[src/rtl/core/ctc_gd_pkg.sv]
`timescale 1ns / 1ps
// ----------------------------------------------------------------------------
// CTC greedy decode package
// Shared widths, limits, result codes and control structs for the decoder.
// ----------------------------------------------------------------------------
package ctc_gd_pkg;

  // Limits of the decoder.
  localparam int MAX_CLASSES = 8192;
  localparam int MAX_STEPS   = 1024;
  localparam int LOGIT_WIDTH = 16;

  // Field and state widths.
  localparam int NCLS_W  = 14;
  localparam int CLASS_W = 13;
  localparam int COUNT_W = 11;
  localparam int SUM_W   = 27;

  // Widths of the averaging divide: the dividend is 2*|sum| + count and the
  // divisor is 2*count.
  localparam int DVD_W  = SUM_W + 1;
  localparam int DVS_W  = COUNT_W + 1;
  localparam int STEP_W = $clog2(DVD_W);

  typedef logic signed [LOGIT_WIDTH-1:0] logit_t;
  typedef logic        [NCLS_W-1:0]      ncls_t;
  typedef logic        [CLASS_W-1:0]     class_t;
  typedef logic        [COUNT_W-1:0]     count_t;
  typedef logic signed [SUM_W-1:0]       sum_t;
  typedef logic        [DVD_W-1:0]       dividend_t;
  typedef logic        [DVS_W-1:0]       divisor_t;

  // Saturation bounds of the confidence sum, held in the widened add format.
  localparam logic signed [SUM_W:0] SUM_MAX = 28'sd67108863;
  localparam logic signed [SUM_W:0] SUM_MIN = -28'sd67108864;

  localparam ncls_t  NCLS_RESET = ncls_t'(MAX_CLASSES);
  localparam count_t COUNT_MAX  = count_t'(MAX_STEPS);

  // Result kinds.
  localparam logic KIND_CHAR = 1'b0;
  localparam logic KIND_AVG  = 1'b1;

  // Control into and status out of the divider.
  typedef struct packed {
    logic start;
  } div_ctrl_t;

  typedef struct packed {
    logic busy;
    logic done;
  } div_stat_t;

endpackage

[src/rtl/core/ctc_gd_if.sv]
`timescale 1ns / 1ps
// ----------------------------------------------------------------------------
// CTC greedy decode channels
// Valid/ready channels for logits, results and the class count register.
// ----------------------------------------------------------------------------

// Logit channel: one class score per item.
interface ctc_gd_in_if;
  import ctc_gd_pkg::*;
  logic   valid;
  logic   ready;
  logit_t logit;
  logic   end_of_sequence;

  modport source (output valid, output logit, output end_of_sequence, input ready);
  modport sink   (input valid, input logit, input end_of_sequence, output ready);
endinterface

// Result channel: a decoded character or the closing average.
interface ctc_gd_out_if;
  import ctc_gd_pkg::*;
  logic   valid;
  logic   ready;
  logic   result_kind;
  class_t char_index;
  logit_t confidence;
  count_t char_total;
  logic   last;

  modport source (output valid, output result_kind, output char_index,
                  output confidence, output char_total, output last, input ready);
  modport sink   (input valid, input result_kind, input char_index,
                  input confidence, input char_total, input last, output ready);
endinterface

// Configuration channel: write data of the class count register.
interface ctc_gd_cfg_if;
  import ctc_gd_pkg::*;
  logic  valid;
  logic  ready;
  ncls_t data;

  modport source (output valid, output data, input ready);
  modport sink   (input valid, input data, output ready);
endinterface

[src/rtl/core/ctc_gd_div.sv]
`timescale 1ns / 1ps
// ----------------------------------------------------------------------------
// CTC greedy decode divider
// Restoring divider, one quotient bit per cycle, for the sequence average.
// ----------------------------------------------------------------------------
module ctc_gd_div (
  input  logic                  clk,
  input  logic                  rst,
  input  ctc_gd_pkg::div_ctrl_t ctrl,
  input  ctc_gd_pkg::dividend_t dividend,
  input  ctc_gd_pkg::divisor_t  divisor,
  output ctc_gd_pkg::div_stat_t stat,
  output ctc_gd_pkg::dividend_t quotient
);
  import ctc_gd_pkg::*;

  logic              busy;
  logic              done;
  logic [STEP_W-1:0] step;
  divisor_t          dvs;
  divisor_t          rem;
  dividend_t         quo;

  logic [DVS_W:0]    trial;
  logic              fits;

  // One trial subtraction of the shifted remainder against the divisor.
  always_comb begin
    trial = {rem, quo[DVD_W-1]};
    fits  = (trial >= {1'b0, dvs});
  end

  // Sequencer: load on start, then one step per cycle until all bits are done.
  always_ff @(posedge clk) begin
    if (rst) begin
      busy <= 1'b0;
      done <= 1'b0;
      step <= '0;
    end else begin
      done <= 1'b0;
      if (ctrl.start && !busy) begin
        busy <= 1'b1;
        step <= '0;
      end else if (busy) begin
        if (step == STEP_W'(DVD_W - 1)) begin
          busy <= 1'b0;
          done <= 1'b1;
        end
        step <= step + STEP_W'(1);
      end
    end
  end

  // Datapath: the dividend shifts out as the quotient shifts in.
  always_ff @(posedge clk) begin
    if (ctrl.start && !busy) begin
      dvs <= divisor;
      rem <= '0;
      quo <= dividend;
    end else if (busy) begin
      if (fits) begin
        rem <= DVS_W'(trial - {1'b0, dvs});
      end else begin
        rem <= trial[DVS_W-1:0];
      end
      quo <= {quo[DVD_W-2:0], fits};
    end
  end

  assign stat.busy = busy;
  assign stat.done = done;
  assign quotient  = quo;

endmodule

[src/rtl/core/ctc_greedy_decode_unit.sv]
// A character result appears in the output register the cycle after the
// logit that closes its time step. The unit takes one logit per cycle while
// the result register is free, except that after the end of a sequence the
// input stalls while the 28-step divider forms the average. Reset is
// synchronous and clears all sequence state; the class count returns to
// 8192.
`timescale 1ns / 1ps
// ----------------------------------------------------------------------------
// CTC greedy decode unit
// Streaming argmax over class logits with repeat and blank collapse, and a
// rounded average confidence at the end of each sequence.
// ----------------------------------------------------------------------------
module ctc_greedy_decode_unit (
  input  logic         clk,
  input  logic         rst,
  ctc_gd_in_if.sink    logits,
  ctc_gd_out_if.source results,
  ctc_gd_cfg_if.sink   cfg
);
  import ctc_gd_pkg::*;

  typedef enum logic [3:0] {
    ST_IDLE  = 4'b0001,
    ST_START = 4'b0010,
    ST_DIV   = 4'b0100,
    ST_AVG   = 4'b1000
  } state_t;

  state_t    state;
  ncls_t     class_count;
  class_t    class_position;
  logit_t    best_value;
  class_t    best_class;
  class_t    previous_class;
  sum_t      confidence_sum;
  count_t    emitted_count;
  logic      avg_neg;
  logit_t    avg_mag;

  logic      out_valid;
  logic      out_kind;
  class_t    out_index;
  logit_t    out_conf;
  count_t    out_total;
  logic      out_last;

  div_ctrl_t div_ctrl;
  div_stat_t div_stat;
  dividend_t div_dividend;
  divisor_t  div_divisor;
  dividend_t div_quotient;

  logic      out_free;
  logic      accept;
  ncls_t     eff_classes;
  logic      take_new;
  logit_t    nb_value;
  class_t    nb_class;
  ncls_t     pos_next;
  logic      close;
  logic      emit;
  logic signed [SUM_W:0] sum_add;
  sum_t      sum_next;
  logic [SUM_W:0] sum_abs;

  assign out_free     = !out_valid || results.ready;
  assign logits.ready = (state == ST_IDLE) && out_free;
  assign accept       = logits.valid && logits.ready;
  assign cfg.ready    = 1'b1;

  // Effective class count: zero acts as one, above the limit as the limit.
  always_comb begin
    if (class_count == '0) begin
      eff_classes = ncls_t'(1);
    end else if (class_count > NCLS_RESET) begin
      eff_classes = NCLS_RESET;
    end else begin
      eff_classes = class_count;
    end
  end

  // Running argmax and step close; a strictly greater logit wins.
  always_comb begin
    take_new = (class_position == '0) || (logits.logit > best_value);
    nb_value = take_new ? logits.logit : best_value;
    nb_class = take_new ? class_position : best_class;
    pos_next = {1'b0, class_position} + ncls_t'(1);
    close    = (pos_next >= eff_classes) || logits.end_of_sequence;
    emit     = close && (nb_class != '0) && (nb_class != previous_class);
  end

  // Saturating confidence sum.
  always_comb begin
    sum_add = {confidence_sum[SUM_W-1], confidence_sum}
            + {{(SUM_W + 1 - LOGIT_WIDTH){nb_value[LOGIT_WIDTH-1]}}, nb_value};
    if (sum_add > SUM_MAX) begin
      sum_next = SUM_W'(SUM_MAX);
    end else if (sum_add < SUM_MIN) begin
      sum_next = SUM_W'(SUM_MIN);
    end else begin
      sum_next = sum_add[SUM_W-1:0];
    end
  end

  // Divide operands: round to nearest by (2|sum| + n) / 2n.
  always_comb begin
    sum_abs      = confidence_sum[SUM_W-1]
                 ? -{confidence_sum[SUM_W-1], confidence_sum}
                 : {1'b0, confidence_sum};
    div_dividend = DVD_W'({sum_abs[SUM_W-1:0], 1'b0}) + DVD_W'(emitted_count);
    div_divisor  = {emitted_count, 1'b0};
    div_ctrl.start = (state == ST_START) && (emitted_count != '0);
  end

  ctc_gd_div u_div (
    .clk      (clk),
    .rst      (rst),
    .ctrl     (div_ctrl),
    .dividend (div_dividend),
    .divisor  (div_divisor),
    .stat     (div_stat),
    .quotient (div_quotient)
  );

  // Class count register.
  always_ff @(posedge clk) begin
    if (rst) begin
      class_count <= NCLS_RESET;
    end else if (cfg.valid && cfg.ready) begin
      class_count <= cfg.data;
    end
  end

  // Sequencer and sequence state.
  always_ff @(posedge clk) begin
    if (rst) begin
      state          <= ST_IDLE;
      class_position <= '0;
      best_value     <= '0;
      best_class     <= '0;
      previous_class <= '0;
      confidence_sum <= '0;
      emitted_count  <= '0;
      avg_neg        <= 1'b0;
      avg_mag        <= '0;
    end else begin
      unique case (state)
        ST_IDLE: begin
          if (accept) begin
            if (close) begin
              previous_class <= nb_class;
              class_position <= '0;
              best_value     <= '0;
              best_class     <= '0;
            end else begin
              class_position <= pos_next[CLASS_W-1:0];
              best_value     <= nb_value;
              best_class     <= nb_class;
            end
            if (emit && (emitted_count < COUNT_MAX)) begin
              emitted_count  <= emitted_count + count_t'(1);
              confidence_sum <= sum_next;
            end
            if (logits.end_of_sequence) begin
              state <= ST_START;
            end
          end
        end
        ST_START: begin
          avg_neg <= confidence_sum[SUM_W-1];
          if (emitted_count == '0) begin
            avg_mag <= '0;
            state   <= ST_AVG;
          end else begin
            state <= ST_DIV;
          end
        end
        ST_DIV: begin
          if (div_stat.done) begin
            avg_mag <= div_quotient[LOGIT_WIDTH-1:0];
            state   <= ST_AVG;
          end
        end
        ST_AVG: begin
          if (out_free) begin
            class_position <= '0;
            best_value     <= '0;
            best_class     <= '0;
            previous_class <= '0;
            confidence_sum <= '0;
            emitted_count  <= '0;
            state          <= ST_IDLE;
          end
        end
        default: begin
          state <= ST_IDLE;
        end
      endcase
    end
  end

  // Output register: valid flag under reset, payload loaded when an item forms.
  always_ff @(posedge clk) begin
    if (rst) begin
      out_valid <= 1'b0;
    end else if ((state == ST_IDLE) && accept && emit) begin
      out_valid <= 1'b1;
    end else if ((state == ST_AVG) && out_free) begin
      out_valid <= 1'b1;
    end else if (results.ready) begin
      out_valid <= 1'b0;
    end
  end

  always_ff @(posedge clk) begin
    if ((state == ST_IDLE) && accept && emit) begin
      out_kind  <= KIND_CHAR;
      out_index <= nb_class - class_t'(1);
      out_conf  <= '0;
      out_total <= '0;
      out_last  <= 1'b0;
    end else if ((state == ST_AVG) && out_free) begin
      out_kind  <= KIND_AVG;
      out_index <= '0;
      out_conf  <= avg_neg ? -avg_mag : avg_mag;
      out_total <= emitted_count;
      out_last  <= 1'b1;
    end
  end

  assign results.valid       = out_valid;
  assign results.result_kind = out_kind;
  assign results.char_index  = out_index;
  assign results.confidence  = out_conf;
  assign results.char_total  = out_total;
  assign results.last        = out_last;

endmodule

[src/flat_wrapper.sv]
// flat-port wrapper written by rule: the top's interface ports become plain ports
module ctc_greedy_decode_unit_flat import ctc_gd_pkg::*;
  (clk, rst, logits_valid, logits_logit, logits_end_of_sequence, logits_ready, results_valid, results_result_kind, results_char_index, results_confidence, results_char_total, results_last, results_ready, cfg_valid, cfg_data, cfg_ready);
  ctc_gd_in_if logits_i ();
  ctc_gd_out_if results_i ();
  ctc_gd_cfg_if cfg_i ();
  input  logic clk;
  input  logic rst;
  input wire logic [$bits(logits_i.valid)-1:0] logits_valid;
  input wire logic [$bits(logits_i.logit)-1:0] logits_logit;
  input wire logic [$bits(logits_i.end_of_sequence)-1:0] logits_end_of_sequence;
  output wire logic [$bits(logits_i.ready)-1:0] logits_ready;
  output wire logic [$bits(results_i.valid)-1:0] results_valid;
  output wire logic [$bits(results_i.result_kind)-1:0] results_result_kind;
  output wire logic [$bits(results_i.char_index)-1:0] results_char_index;
  output wire logic [$bits(results_i.confidence)-1:0] results_confidence;
  output wire logic [$bits(results_i.char_total)-1:0] results_char_total;
  output wire logic [$bits(results_i.last)-1:0] results_last;
  input wire logic [$bits(results_i.ready)-1:0] results_ready;
  input wire logic [$bits(cfg_i.valid)-1:0] cfg_valid;
  input wire logic [$bits(cfg_i.data)-1:0] cfg_data;
  output wire logic [$bits(cfg_i.ready)-1:0] cfg_ready;
  assign logits_i.valid = logits_valid;
  assign logits_i.logit = logits_logit;
  assign logits_i.end_of_sequence = logits_end_of_sequence;
  assign logits_ready = logits_i.ready;
  assign results_valid = results_i.valid;
  assign results_result_kind = results_i.result_kind;
  assign results_char_index = results_i.char_index;
  assign results_confidence = results_i.confidence;
  assign results_char_total = results_i.char_total;
  assign results_last = results_i.last;
  assign results_i.ready = results_ready;
  assign cfg_i.valid = cfg_valid;
  assign cfg_i.data = cfg_data;
  assign cfg_ready = cfg_i.ready;
  ctc_greedy_decode_unit u_core (.clk(clk), .rst(rst), .logits(logits_i), .results(results_i), .cfg(cfg_i));
endmodule
[config.mk]
export PLATFORM = sky130hd
export DESIGN_NAME = ctc_greedy_decode_unit_flat
export DESIGN_NICKNAME = d
export VERILOG_FILES = /design/src/rtl/core/ctc_gd_pkg.sv /design/src/rtl/core/ctc_gd_if.sv /design/src/rtl/core/ctc_gd_div.sv /design/src/rtl/core/ctc_greedy_decode_unit.sv /design/src/flat_wrapper.sv
export SDC_FILE = /design/constraint.sdc
export NUM_CORES = 1
export LEC_CHECK = 0
export ABC_AREA = 1
export BUFFER_PORTS_ARGS = -buffer_cell sky130_fd_sc_hd__buf_4
export CAP_MARGIN = 20
export CORE_MARGIN = 2
export CORE_UTILIZATION = 45
export CTS_BUF_LIST = sky130_fd_sc_hd__clkbuf_2 sky130_fd_sc_hd__clkbuf_4 sky130_fd_sc_hd__clkbuf_8
export DETAILED_ROUTE_END_ITERATION = 8
export HOLD_SLACK_MARGIN = 0.12
export PLACE_DENSITY = 0.75
export SLEW_MARGIN = 0
export SYNTH_ARGS = -nofsm -noshare
export SYNTH_HDL_FRONTEND = slang
export SYNTH_SLANG_ARGS = --single-unit
[constraint.sdc]
create_clock -name clk -period 5 [get_ports clk]
set_clock_uncertainty 0.2 [all_clocks]
set_input_delay 0.5 -clock clk [delete_from_list [all_inputs] [get_ports clk]]
set_output_delay 0.5 -clock clk [all_outputs]
set_load 0.02 [all_outputs]
==> results.ini, run 1 <==
[status]
outcome=finished clean

[power]
combPwrFrac_pct=48.2
switching_share_pct=44.1
power_density_nw_per_um2=494
pwr-share-seq_pct=29.8
finalPower_mw=8.26
p_leak_nw=7.48
internal_power_mw=4.62
switchingPower_mw=3.65
vdd_ir_drop_max_uv=442
p_clk_share_pct=22.0

[logic_synthesis]
syn_inst=2058
avgSynthCellArea_um2=7.09
synth_top_area_share_pct=24.1
ys_seq_area_share_pct=34.8
synth_area_leaders=dfxtp_1 (24%), nand2_1 (13%), edfxtp_1 (11%)
synth_nets=2186
ys_types=51
synth_ff_type=dfxtp_1
synth_edf_count=52
yosysTopAreaCell=dfxtp_1
syn_area_um2=14600
synthArstFlopShare_pct=0
yosys_warnings=0
ys_ff_latch=228

[routing]
first_pass_iters=5
routed_via_density=5.42
wirelength_um=37200
wl_per_cell_um=14.4
post-route-drc-count=0
ant_nets=0
first_iter_violations=1117
vias=14000

[timing]
finalSetupViolCount=0
rsz0062_at_grt=true
timing.final.ws_setup_ns=0.292
relSlewSlack_pct=41.6
timing.fmax_mhz=212
finalCriticalPeriod_ns=4.71
worst_pin_slew_ns=0.877
final-max-slew-violation-count=0
timing.final.hold_violations=0
finalCritPeriodShare_pct=94.2

[cts]
htree_levels=2
insertion_delay_ns=0.56
clockBufferDepth=3
cts_tree=done
root_buffer=clkbuf_8
cts_inserted_buffers=39
clk_transition_reported_paths_ns=0.06
cts.sinks=228

[critical_path]
rrSetupSlack_ns=0.29
path_max_fanout=31
cp.required_ns=5.24
slowest_delay_ns=0.41
endpoint_kind=flip-flop
cp_data_arrival_time_ns=4.95
critPathMostFrequentCell=nand2_1
cp-start-kind=flip-flop
critical_path_class=flip-flop to flip-flop
cp_slowest_cell=fa_1

[floorplanning]
rows=65
core-area_um2=31700
io_pins=81
die_h_um=184
initial_core_util_pct=46.0
die-area_um2=33900
die_w_um=184

[global_routing]
grt_max_degree=77
grtUsageTotal_pct=21.8
overflow=0
grt_pass1_wl_um=61600
grt_pass1_vias=13000
antenna_found_initial=0

[min_path]
hp-class=primary input to flip-flop

[layout]
design_area_um2=16700
nNetsFinal=2283
layout_common_cells=nand2_1 (492), a21oi_1 (222), inv_1 (201), nor2_1 (183), dfxtp_1 (176)
post-route-util_pct=52.8
drive_gt1_share_pct=11.6
layout.cells.most_common=nand2_1
synthToLayoutAreaGrowth_pct=14.7
diodes=0

[placement]
numPortBuffers=79
routabilityCongestion=0.913
place_hpwl_um=26700
pre_cts_ws_ns=-0.152
dpl_cell_area_um2=15500

[job]
drv_cap=0

## state kept, by name (all words and copies together), names as in the netlist, 4 cells and up
signal,cells
u_core.confidence_sum,27
u_core.u_div.quotient,28
u_core.best_class,13
u_core.emitted_count,11
u_core.u_div.rem,12
u_core.previous_class,13
u_core.results.char_total,11
u_core.best_value,16
u_core.class_count,14
u_core.u_div.dvs,11
u_core.results.char_index,13
u_core.class_position,13
u_core.state,4
u_core.avg_mag,16
u_core.results.confidence,16
u_core.u_div.step,5
## metrics by stage
step / TNS (ns) / instances / hold WS (ns)
3_5_place_dp: -2.21 / 2483 / 0.252
3_3_place_gp: -0.0374 / 2483 / 0.245
4_1_cts: 0 / 2579 / 0.125
6_report: 0 / 2584 / 0.141
2_1_floorplan: 0 / 2058 / 0.229
5_1_grt: -1.19 / 2584 / 0.155
## power by group through the flow
| stage | logic [mW] | registers (mW) | clock network (mW) |
|---|---|---|---|
| floorplan | 3.01 | 2.45 | 0 |
| global placement | 3.73 | 2.49 | 0 |
| detailed placement | 3.81 | 2.50 | 0 |
| CTS | 3.85 | 2.46 | 1.84 |
| global route | 4.47 | 2.50 | 1.91 |
| finish | 3.98 | 2.47 | 1.82 |
## critical path: cells and delay by family, from the launching register on
kind | cells | cell delay [ns]
xor+xnor | 1 | 0.16
compound gates | 5 | 0.80
flops | 1 | 0.35
buf+inv | 5 | 0.65
simple gates | 16 | 1.51
fa+ha+maj | 3 | 0.93
## routing by layer
metal | track usage, % | up-vias | routed length [um]
li1 | - | 7023 | -
met1 | 29.6 | 6479 | 16800
met2 | 35.9 | 433 | 17100
met3 | 3.25 | 72 | 2410
met4 | 6.59 | 0 | 804
met5 | 0 | - | 0
## final timing paths
| kind | from | to | cells past startpoint |
|---|---|---|---|
| setup reg to reg | u_core.best_value[15] | u_core.confidence_sum[20] | 30 |
| hold reg to reg | u_core.best_class[8] | u_core.best_class[8] | 2 |
| setup / recovery | u_core.best_value[15] | u_core.confidence_sum[20] | 30 |
| hold / removal | results_ready | u_core.state[3] | 4 |
## kinds of logic (layout without fill, tap and decap cells)
| group | Yosys count | in the layout | share of synthesized area [%] |
|---|---|---|---|
| XOR/XNOR | 88 | 88 | 5.28 |
| buffers and inverters | 296 | 420 | 8.27 |
| other | 1 | 1 | 0.0257 |
| flip-flops | 228 | 228 | 34.8 |
| adder cells (fa/ha/maj) | 92 | 92 | 8.04 |
| AO/OA/AOI/OAI | 424 | 424 | 16.0 |
| AND/OR/NAND/NOR | 929 | 929 | 27.5 |
## cell usage after synthesis (2+ instances only)
cell / n
buf_4: 3
o211ai_1: 4
a211oi_1: 10
inv_2: 5
o21ai_1: 5
nand2_1: 496
nand4_1: 20
edfxtp_1: 52
fa_1: 3
clkbuf_1: 59
o21ai_0: 114
nor3_4: 2
nor2_4: 3
nor4_1: 10
nand2_2: 12
inv_1: 202
a21o_1: 5
buf_2: 13
nor3_1: 38
a21boi_1: 2
dfxtp_1: 176
nand2_4: 2
or2_2: 5
a21oi_1: 223
nor2_1: 186
nand3b_1: 7
buf_6: 9
a21boi_0: 2
buf_1: 5
a22oi_1: 20
o21bai_1: 4
o21a_1: 9
a21oi_2: 11
o31ai_1: 4
a31oi_1: 6
nand3_1: 131
xnor2_1: 34
xor2_1: 54
ha_1: 89
nand3_2: 12
## area by class of cell
class                           count  area [um2]
Clock buffer                       58         729
Clock inverter                     10         103
Fill cell                        3000       15000
Inverter                          207         786
Multi-Input combinational cell   1534        8350
Sequential cell                   228        5080
Tap cell                          402         503
Timing Repair Buffer              143        1160
Timing Repair inverter              2        15.0
## what timing repair did
action                                 CTS  global route
resized for setup                        0            21
buffers inserted                         0             2
setup endpoints to repair                0            40
hold buffers                            28             0
endpoints found under the hold margin   15             0
(Power assumes the default switching activity.)
==> run 2: changes to the inputs <==
- ABC_AREA: 1 -> not set
==> results.ini, run 2 <==
[critical_path]
r2r_start=u_core.best_value[13]
cp.required_ns=5.25  ; about the same
reg2regPathDepth=23  ; -23%
rr_endpoint=u_core.confidence_sum[23]
cp-startpoint=u_core.best_value[13]
rrSetupSlack_ns=-0.36  ; -0.65 ns
critical_path_class=flip-flop to flip-flop
endpoint_kind=flip-flop
cp-start-kind=flip-flop
path_max_fanout=6  ; -81%
cp_data_arrival_time_ns=5.61  ; +0.66 ns
worstSetupEndpoint=u_core.confidence_sum[23]

[cts]
htree_levels=2  ; unchanged
clk_transition_reported_paths_ns=0.08  ; +0.02 ns
clockBufferDepth=3  ; unchanged
root_buffer=clkbuf_8
cts_inserted_buffers=40  ; +2.6%
insertion_delay_ns=0.56  ; about the same
cts.sinks=228  ; unchanged
cts_tree=done

[logic_synthesis]
synth_top_family_by_area=compound AO/OA/AOI/OAI gates
synthArstFlopShare_pct=0  ; unchanged
synth_commonest_cells=nand2_1 (195), nor2_1 (192), dfxtp_1 (176), a21oi_1 (123), xnor2_1 (94)
syn_area_um2=14400  ; -1.3%
synth_area_leaders=dfxtp_1 (24%), edfxtp_1 (11%), ha_1 (7.7%)
synth_ff_type=dfxtp_1
yosys_warnings=0  ; unchanged
syn_inst=1711  ; -17%
ys_seq_area_share_pct=35.3  ; +0.46 points
ys_ff_latch=228  ; unchanged
yosysTopAreaCell=dfxtp_1
synth_fa_ha_area_share_pct=8.15  ; +0.11 points
synth_compound_area_share_pct=19.9  ; +3.8 points
synth-xor-area-share_pct=7.84  ; +2.6 points
synth_top_area_share_pct=24.5  ; +0.32 points
synth_edf_count=52  ; unchanged
ys_types=82  ; +61%
synth_nets=1839  ; -16%
synth-simple-area-share_pct=19.8  ; -7.7 points
avgSynthCellArea_um2=8.42  ; +19%
synth.most_common_cell=nand2_1
muxShareOfSynthArea_pct=4.11  ; +4.1 points

[global_routing]
grt_max_degree=74  ; -3.9%
overflow=0  ; unchanged
grt_pass1_vias=13200  ; +1.4%
antenna_found_initial=0  ; unchanged
grt_pass1_wl_um=65200  ; +5.7%
grtUsageTotal_pct=23.4  ; +1.6 points

[timing]
timing.final.hold_violations=0  ; unchanged
worst_pin_slew_ns=0.803  ; -0.0739 ns
final-max-slew-violation-count=0  ; unchanged
finalCriticalPeriod_ns=5.36  ; +0.651 ns
timing.final.ws_setup_ns=-0.359  ; -0.651 ns
finalSetupViolCount=27  ; +27
finalCritPeriodShare_pct=107  ; +13 points
rsz0062_at_grt=true
relSlewSlack_pct=46.5  ; +4.9 points
timing.fmax_mhz=187  ; -12%

[status]
outcome=finished with violations
violations=setup timing

[placement]
routabilityCongestion=0.938  ; +2.8%
place_hpwl_um=27600  ; +3.5%
numPortBuffers=79  ; unchanged

[floorplanning]
die_h_um=183  ; -0.64%
initial_core_util_pct=45.6  ; -0.37 points
rows=65  ; unchanged
die-area_um2=33500  ; -1.3%
io_pins=81  ; unchanged
die_w_um=183  ; -0.64%
core-area_um2=31600  ; -0.51%

[min_path]
hp-class=primary input to flip-flop

[layout]
diodes=0  ; unchanged
fillers=2714  ; -9.5%
layout.cells.most_common=buf_4
layout_common_cells=buf_4 (238), nor2_1 (188), nand2_1 (184), dfxtp_1 (172), a21oi_1 (115)
nNetsFinal=2067  ; -9.5%
drive_gt1_share_pct=24.0  ; +12 points
post-route-util_pct=58.1  ; +5.3 points
largest_register_ffs=28  ; unchanged
synthToLayoutAreaGrowth_pct=27.3

[routing]
wl_per_cell_um=16.9  ; +17%
first_pass_iters=5  ; unchanged
vias=13500  ; -3.4%
ant_nets=0  ; unchanged
post-route-drc-count=0  ; unchanged
first_iter_violations=1212  ; +8.5%
routed_via_density=5.70  ; +5.2%
wirelength_um=40000  ; +7.6%

[power]
finalPower_mw=4.63  ; -44%
p_leak_nw=7.48  ; about the same
vdd_ir_drop_max_uv=176  ; -60%
power_density_nw_per_um2=252  ; -49%

[job]
drv_cap=0  ; unchanged

[run 2: timing repair]
action	in CTS	in global routing
endpoints found under the hold margin	16	0
setup endpoints to repair	27	31
cloned	5	1
resized for setup	49	20
setup buffers	9	7
hold buffers	17	0
pin swaps	22	15
[run 2: logic make-up after synthesis]
family / count (synthesis)
flops: 228
buf+inv: 179
fa+ha+maj: 92
mux: 56
simple gates: 610
compound gates: 416
other cells: 1
xor+xnor: 129
[run 2: critical path: stages, from the launching register on]
cell      delay, ns
dfxtp_2        0.33
inv_2          0.06
ha_4           0.23
a21o_1         0.15
a211o_1        0.25
or4_4          0.42
a2111o_1       0.50
nand2_4        0.15
buf_12         0.12
buf_16         0.11
mux2_4         0.32
buf_6          0.13
ha_4           0.26
o21ai_0        0.09
o21ai_1        0.21
a21oi_2        0.10
a311oi_2       0.39
o41a_1         0.24
o311ai_4       0.14
a21oi_4        0.25
buf_12         0.15
buf_16         0.12
nand2_2        0.06
a221oi_2       0.28
[run 2: worst min-delay path by stage]
stage,start,end,slack [ns],depth (start not counted)
2_1_floorplan,u_core.u_div.rem[0],u_core.u_div.rem[0],0.24,2
3_3_place_gp,u_core.results.char_total[10],u_core.results.char_total[10],0.24,2
3_5_place_dp,u_core.results.char_total[9],u_core.results.char_total[9],0.25,2
4_1_cts,cfg_valid,u_core.class_count[4],0.15,3
5_1_grt,cfg_valid,u_core.class_count[8],0.16,3
6_report,cfg_valid,u_core.class_count[12],0.17,3
[run 2: stage by stage]
stage / worst slack, ns / hold WS, ns / setup TNS, ns / cells / cell area, um2
CTS: -0.116 / 0.151 / -2.19 / 2362 / 18100
global placement: -0.532 / 0.244 / -13.68 / 2258 / 16500
detailed placement: -0.634 / 0.251 / -15.52 / 2258 / 16500
floorplan: -0.427 / 0.236 / -10.74 / 1711 / 14600
global route: -0.459 / 0.158 / -10.19 / 2372 / 18300
finish: -0.359 / 0.175 / -6.72 / 2372 / 18300
[run 2: cell type report]
| type | count | area (um2) | area share, % |
|---|---|---|---|
| multi-input cells | 1305 | 9200 | 50.2 |
| flip-flops and latches | 228 | 5090 | 27.8 |
| repair buffers | 272 | 2300 | 12.6 |
| clock buffers | 60 | 751 | 4.09 |
| well taps | 402 | 503 | 2.74 |
| inverters | 92 | 345 | 1.88 |
| clock inverters | 13 | 146 | 0.798 |
[run 2: power by group]
group | switching, mW | internal (mW)
Sequential | 0.0390 | 1.92
Clock | 0.801 | 1.12
Combinational | 0.397 | 0.348
[run 2: metal layers]
| layer | up-vias | global-route usage (%) | share of wire, % |
|---|---|---|---|
| met2 | 467 | 38.4 | 46 |
| met1 | 6409 | 32.1 | 46 |
| li1 | 6578 | - | - |
| met3 | 74 | 3.69 | 6.0 |
| met4 | 0 | 6.66 | 2.0 |
| met5 | - | 0 | 0 |
